<file path="src/sv/sme_pkg.sv">
// shared types and constants of the stack machine executor
package sme_pkg;

	typedef enum logic [4:0] {
		OP_OR     = 5'd0,
		OP_AND    = 5'd1,
		OP_LE     = 5'd2,
		OP_LT     = 5'd3,
		OP_GE     = 5'd4,
		OP_GT     = 5'd5,
		OP_NE     = 5'd6,
		OP_EQ     = 5'd7,
		OP_BOR    = 5'd8,
		OP_BAND   = 5'd9,
		OP_BXOR   = 5'd10,
		OP_SHL    = 5'd11,
		OP_SHR    = 5'd12,
		OP_ADD    = 5'd13,
		OP_MUL    = 5'd14,
		OP_SUB    = 5'd15,
		OP_DIV    = 5'd16,
		OP_MOD    = 5'd17,
		OP_LNOT   = 5'd18,
		OP_BNOT   = 5'd19,
		OP_NEG    = 5'd20,
		OP_BRF    = 5'd21,
		OP_JMP    = 5'd22,
		OP_PARAM  = 5'd23,
		OP_CALL   = 5'd24,
		OP_RET    = 5'd25,
		OP_PUSH   = 5'd26,
		OP_OPND   = 5'd27,
		OP_PRUNE  = 5'd28,
		OP_CLEAR  = 5'd29
	} op_t;

	localparam logic [1:0] ST_OK    = 2'd0;
	localparam logic [1:0] ST_UNDER = 2'd1;
	localparam logic [1:0] ST_OVER  = 2'd2;
	localparam logic [1:0] ST_DIV0  = 2'd3;

	typedef enum logic [2:0] {
		S_IDLE,
		S_DEC,
		S_RD2,
		S_EX,
		S_ITER,
		S_CALL2
	} state_t;

	typedef enum logic [1:0] {
		MD_MUL,
		MD_DIV,
		MD_MOD
	} md_kind_t;

	typedef struct packed {
		logic     start;
		md_kind_t kind;
	} md_req_t;

endpackage

</file>
<file path="src/sv/sme_muldiv.sv">
// bit-serial multiplier and signed divider shared by times, divide and modulo
module sme_muldiv (
	input  logic             clk,
	input  logic             arst_n,
	input  sme_pkg::md_req_t req,
	input  logic [63:0]      a,
	input  logic [63:0]      b,
	output logic             done,
	output logic [63:0]      result
);
	import sme_pkg::*;

	logic        busy_q;
	logic        done_q;
	logic [5:0]  cnt_q;
	md_kind_t    kind_q;
	logic        neg_q;
	logic [63:0] acc_q;
	logic [63:0] x_q;
	logic [63:0] y_q;
	logic [64:0] sh;
	logic        ge;

	assign sh = {acc_q, x_q[63]};
	assign ge = sh >= {1'b0, y_q};

	always_ff @(posedge clk or negedge arst_n) begin
		if (!arst_n) begin
			busy_q <= 1'b0;
			done_q <= 1'b0;
			cnt_q  <= '0;
		end else begin
			done_q <= 1'b0;
			if (req.start) begin
				busy_q <= 1'b1;
				cnt_q  <= '0;
			end else if (busy_q) begin
				cnt_q <= cnt_q + 6'd1;
				if (cnt_q == 6'd63) begin
					busy_q <= 1'b0;
					done_q <= 1'b1;
				end
			end
		end
	end

	always_ff @(posedge clk) begin
		if (req.start) begin
			kind_q <= req.kind;
			acc_q  <= '0;
			if (req.kind == MD_MUL) begin
				x_q   <= a;
				y_q   <= b;
				neg_q <= 1'b0;
			end else begin
				x_q   <= a[63] ? 64'd0 - a : a;
				y_q   <= b[63] ? 64'd0 - b : b;
				neg_q <= (req.kind == MD_DIV) ? (a[63] ^ b[63]) : a[63];
			end
		end else if (busy_q) begin
			if (kind_q == MD_MUL) begin
				if (y_q[0])
					acc_q <= acc_q + x_q;
				x_q <= {x_q[62:0], 1'b0};
				y_q <= {1'b0, y_q[63:1]};
			end else begin
				if (ge) begin
					acc_q <= 64'(sh - {1'b0, y_q});
					x_q   <= {x_q[62:0], 1'b1};
				end else begin
					acc_q <= sh[63:0];
					x_q   <= {x_q[62:0], 1'b0};
				end
			end
		end
	end

	always_comb begin
		case (kind_q)
			MD_MUL:  result = acc_q;
			MD_DIV:  result = neg_q ? 64'd0 - x_q : x_q;
			default: result = neg_q ? 64'd0 - acc_q : acc_q;
		endcase
	end

	assign done = done_q;

endmodule

</file>
<file path="config.mk">
export PLATFORM = sky130hd
export DESIGN_NAME = sme_muldiv
export DESIGN_NICKNAME = d
export VERILOG_FILES = /design/src/sv/sme_pkg.sv /design/src/sv/sme_muldiv.sv
export SDC_FILE = /design/constraint.sdc
export NUM_CORES = 1
export LEC_CHECK = 0
export BUFFER_PORTS_ARGS = -buffer_cell sky130_fd_sc_hd__buf_2
export CAP_MARGIN = 20
export CORE_UTILIZATION = 60
export DETAILED_ROUTE_END_ITERATION = 6
export MAX_ROUTING_LAYER = met4
export PLACE_DENSITY = 0.8
export RECOVER_POWER = 50
export REMOVE_ABC_BUFFERS = 1
export SYNTH_ARGS = -nofsm -noshare
export SYNTH_HDL_FRONTEND = slang
export SYNTH_SLANG_ARGS = --single-unit
</file>
<file path="constraint.sdc">
create_clock -name clk -period 7.1 [get_ports clk]
set_clock_uncertainty 0.2 [all_clocks]
set_input_delay 0 -clock clk [delete_from_list [all_inputs] [get_ports clk]]
set_output_delay 0 -clock clk [all_outputs]
set_load 0.02 [all_outputs]
</file>
==> results of run 1 <==
kinds of logic after synthesis:
family / count (synthesis) / synth area share
compound gates: 1061 / 0.296
simple gates: 1021 / 0.215
xor+xnor: 297 / 0.115
buf+inv: 293 / 0.0487
flops: 203 / 0.239
fa+ha+maj: 134 / 0.0748
mux: 24 / 0.0112
metal layers:
layer  GRT usage  share of wire  wire [um]  vias up
li1            -              -          -    11700
met1       0.638           0.42      36400    12100
met2       0.651           0.41      36000     2066
met3      0.0748           0.13      11100      303
met4       0.163          0.041       3560        0
met5           -              0          0        -
critical path: cells and delay by family:
kind	cells	cell delay, ns
buffers and inverters	5	5.56
AOI/OAI and AO/OA	1	0.18
how the worst max path moves through the flow:
stage | end | slack (ns)
after global routing | x_q[1] | 1.14
final | x_q[1] | 1.33
after floorplan | y_q[0] | 1.94
after CTS | result[63] | 2.17
after global placement | acc_q[62] | 2.53
after detailed placement | acc_q[12] | 2.38
what timing repair did:
action                                 CTS  global route
resized for setup                        0             0
hold buffers                           215             0
endpoints found under the hold margin  150             0
per-stage QoR:
| stage | power [mW] | hold WS, ns |
|---|---|---|
| after floorplan | 4.74 | -0.496 |
| after global routing | 8.00 | 0.207 |
| after global placement | 5.94 | -0.356 |
| after CTS | 7.35 | 0.0623 |
| final | 7.62 | 0.173 |
| after detailed placement | 5.98 | -0.356 |
power by group:
| group | switching [mW] | internal [mW] | total [mW] |
|---|---|---|---|
| Sequential | 0.497 | 1.48 | 1.98 |
| Clock | 0.557 | 0.688 | 1.25 |
| Combinational | 2.69 | 1.70 | 4.39 |
layout by cell type (no fill, tap or decap), types with 72 or more instances in the layout:
cell and count:
ha_1 132, dlygate4sd3_1 215, a21oi_1 383, buf_2 193
edfxtp_1 131, nor2_1 352, inv_1 114, nand2_1 267
xnor2_1 168, o21ai_0 220, a21o_1 72, xor2_1 129
area by class of cell:
cell class	instances	area share
inverter	116	0.0163
clock buffer	31	0.0243
tap	504	0.0236
clock inverter	14	0.00440
sequential	203	0.203
multi-input combinational	2537	0.604
timing repair buffer	436	0.124
registers in the layout, summed over array words and instances (netlist names):
register  flops
acc_q        64
x_q          64
y_q          64
cnt_q         6
kind_q        2
busy_q        1
done          1
neg_q         1
==> results_dict.tcl, run 1 <==
set metrics [dict create \
    tritoncts "built" \
    critPathLaunch "req[2]" \
    ant_nets 0 \
    finalNonFillerCells 3841 \
    dp_slack_ns 2.38 \
    wirelength_um 87100 \
    cts_made_buffers 25 \
    final_nets 3586 \
    pin_count 198 \
    synth_most_common_cell "a21oi_1" \
    die_area_sq_mm 0.0385 \
    postSynthRegisterBits 203 \
    synthTopCellsByArea "edfxtp_1 17%, a21oi_1 8.5%, ha_1 7.3%" \
    grt_pass1_wl_um 135000 \
    antenna_found_initial 0 \
    outcome "finished, violations left" \
    crit_path_end_kind "register" \
    slowest_delay_ns 2.18 \
    grt_pass1_vias 24300 \
    violations "capacitance limit, slew limit" \
    reg2reg_from "acc_q[7]" \
    drive_gt1_frac 0.0971 \
    initial_core_util 0.614 \
    dp_hpwl_um 58500 \
    cp_max_fo 98 \
    cts.sinks 203 \
    io_buffers 197 \
    place_inst 3580 \
    grt_max_degree 109 \
    worst_slack_ns 1.33 \
    cp_cell_sequence "dlygate4sd3_1 > clkbuf_1 > clkbuf_1 > buf_4 > a31oi_1 > dlygate4sd3_1" \
    fill_cells 2705 \
    place.gp.congestion 1.07 \
    power_density_mw_per_mm2 285 \
    h-tree-depth 1 \
    ys.flop_type "edfxtp_1" \
    post-route-util 0.724 \
    yosysWarnings 0 \
    syn_avg_cell_area_sq_um 7.46 \
    arrival_ns 5.88 \
    reg2reg_to "acc_q[10]" \
    period_needed_ns 5.77 \
    synthCells 3033 \
    worst_path_max_delay_cell "clkbuf_1" \
    async_flop_share 0.0394 \
    grt_setup_unrepaired "false" \
    fin_crit_sh 0.813 \
    crit_required_ns 7.20 \
    setup_viol 0 \
    r2r_setup_slack_ns 2.25 \
    hp-start "b[0]" \
    cp-start-kind "input port" \
    clk_path_buf_depth 3 \
    cts-root-buf "clkbuf_16" \
    hold-path-cell-count 4 \
    synth_common_cells "383 x a21oi_1, 354 x nor2_1, 267 x nand2_1, 222 x o21ai_0" \
    drt_iter0_markers 3514 \
    slew_viol_final 177 \
    dr.pass1.iters 7 \
    critPathKind "input port to register" \
    maxCapViolCount 3 \
    final_area_sq_mm 0.0267 \
    synth_top_cell_area_share 0.174 \
    grtUsageTotal 0.453 \
    antenna_cells 0 \
    die_h_um 196 \
    routed_via_density 6.84 \
    synth_area_leader_cell "edfxtp_1" \
    placementRows 70 \
    area_growth_pct 18.0 \
    seqCellArea_sq_mm 0.00542 \
    clk-insertion-delay-late_ns 0.58 \
    syn_area_sq_mm 0.0226 \
    r2r_cells 14 \
    p_leak_nw 10.9 \
    yosysSeqAreaShare 0.239 \
    drc 0 \
    multi_input_area_sq_mm 0.0161 \
    timing.fmax_mhz 173 \
    slew_headroom -1.17 \
    grt_remaining_overflow 0 \
    finalHoldViolations 0 \
    hp-class "input port to register" \
    place_area_sq_mm 0.0238 \
    core_sq_mm 0.0369 \
    synth_edf_count 131 \
    wl_per_cell_um 22.7 \
    vdd_ir_drop_max_mv 0.237 \
    clk_pin_slew_ns 0.06 \
    post_cts_buffers 0 \
    num_vias 26300 \
    timing.setup.tns_ns 0 \
    min_to "y_q[0]" \
    ys_types 87 \
    die-width_um 196 \
    max_slew.worst_pin.slew_ns 3.26 \
]
No activity file was read; power rests on OpenSTA's default activity.
==> inputs of run 2 (changes only) <==
==> constraint.sdc (replaced) <==
create_clock -name clk -period 6 [get_ports clk]
set_clock_uncertainty 0.2 [all_clocks]
set_input_delay 0 -clock clk [delete_from_list [all_inputs] [get_ports clk]]
set_output_delay 0 -clock clk [all_outputs]
set_load 0.02 [all_outputs]
==> results_dict.tcl, run 2 (synthesis gave the netlist of run 1 again) <==
set metrics [dict create \
    outcome "finished, violations left" \
    violations "DRC, capacitance limit, slew limit" \
    reg2reg_from "kind_q[0]" \
    final_common_cell "a21oi_1" \
    die-width_um 196 \
    vdd_ir_drop_max_mv 0.215 \
    arrival_ns 5.52 \
    hp-start "req[0]" \
    period_needed_ns 5.49 \
    crit_path_end_kind "register" \
    num_vias 26200 \
    grt_pass1_wl_um 135000 \
    final_nets 3607 \
    p_leak_nw 11.0 \
    slew_headroom -1.68 \
    grt_remaining_overflow 0 \
    io_buffers 197 \
    antenna_found_initial 0 \
    cts-root-buf "clkbuf_16" \
    wirelength_um 86400 \
    seqCellArea_sq_mm 0.00542 \
    area_growth_pct 18.8 \
    fill_cells 2680 \
    critPathLaunch "kind_q[0]" \
    clk_pin_slew_ns 0.06 \
    ant_nets 0 \
    drc 1 \
    crit_required_ns 6.03 \
    grtUsageTotal 0.451 \
    max_slew.worst_pin.slew_ns 4.02 \
    timing.fmax_mhz 182 \
    multi_input_area_sq_mm 0.0161 \
    power_density_mw_per_mm2 333 \
    finalHoldViolations 0 \
    cp_max_fo 38 \
    routed_via_density 6.80 \
    maxCapViolCount 6 \
    wl_per_cell_um 22.4 \
    cts_resized 0 \
    cp-start-kind "register" \
    place_area_sq_mm 0.0238 \
    dr.pass1.iters 7 \
    critPathKind "register to register" \
    tritoncts "built" \
    r2r_setup_slack_ns 0.51 \
    most-common-layout-cells "383 x a21oi_1, 352 x nor2_1, 267 x nand2_1" \
    fin_crit_sh 0.915 \
    slew_viol_final 359 \
    timing.setup.tns_ns 0 \
    setup_viol 0 \
    die_h_um 196 \
    hp-class "input port to register" \
    antenna_cells 0 \
    initial_core_util 0.614 \
    drive_gt1_frac 0.0951 \
    clk-insertion-delay-late_ns 0.57 \
    dp_hpwl_um 57500 \
    reg.largest.list "acc_q (64), x_q (64), y_q (64)" \
    h-tree-depth 1 \
    worst_slack_ns 0.513 \
    place.gp.congestion 1.03 \
    pin_count 198 \
    grt_max_degree 105 \
    grt_pass1_vias 24700 \
    placementRows 70 \
    dp_slack_ns 1.28 \
    die_area_sq_mm 0.0385 \
    grt_setup_unrepaired "false" \
    core_sq_mm 0.0369 \
    clk_path_buf_depth 3 \
    cts_made_buffers 23 \
    cts.sinks 203 \
    final_area_sq_mm 0.0269 \
    drt_iter0_markers 3638 \
]
run 2: cell types whose count changed in the layout (fill, tap and decap cells not counted), moves of 2 or more:
cell	before	now
buf_2	193	185
buf_4	21	24
clkbuf_1	12	23
clkbuf_2	0	2
clkbuf_8	0	2
clkinv_1	8	4
clkinv_4	2	0
clkinvlp_4	3	0
dlygate4sd3_1	215	232
run 2: final cells by class:
class | instances | area share
Clock inverter | 6 | 0.00265
Timing Repair Buffer | 459 | 0.131
Tap cell | 504 | 0.0235
Clock buffer | 35 | 0.0251
Multi-Input combinational cell | 2537 | 0.600
Inverter | 116 | 0.0162
Sequential cell | 203 | 0.201
run 2: stage by stage:
step	std cells	total power [mW]	hold WS [ns]	utilization
after floorplan	2856	5.61	-0.496	-
after global placement	3586	6.97	-0.354	0.647
after detailed placement	3586	7.03	-0.354	0.647
after CTS	3859	8.66	0.0646	0.730
after global routing	3860	9.45	0.197	0.729
final	3860	8.96	0.181	0.729
run 2: worst max-delay path, cell delays in order (launching register included):
cell and delay (ns):
edfxtp_1 0.65, nor2_1 2.22, nand2_1 0.14, nand2_1 1.35, buf_4 0.56
run 2: path summary, 6_finish.rpt:
check                       endpoint  depth (start not counted)
max                          y_q[57]                          4
min                        kind_q[0]                          2
max reg2reg                  y_q[57]                          4
min reg2reg                 acc_q[0]                          2
max in group asynchronous   cnt_q[1]                          3
min in group asynchronous   cnt_q[3]                          3
run 2: where the power goes:
part           internal (mW)  leakage (nW)  switching (mW)  total [mW]
combinational           2.04          8.69            3.12        5.16
sequential              1.76          1.94           0.582        2.34
clock                  0.825         0.367           0.634        1.46
run 2: what timing repair did:
item,CTS,global route
setup buffers,0,0
endpoints found under the hold margin,150,0
hold buffers,232,0
run 2: layer usage:
layer  up-vias  GRT usage  part of all wire
met2      2006      0.666              0.42
met4         0      0.176             0.045
met1     12100      0.606              0.41
met3       356     0.0892              0.12
li1      11800          -                 -
met5         -          -                 0
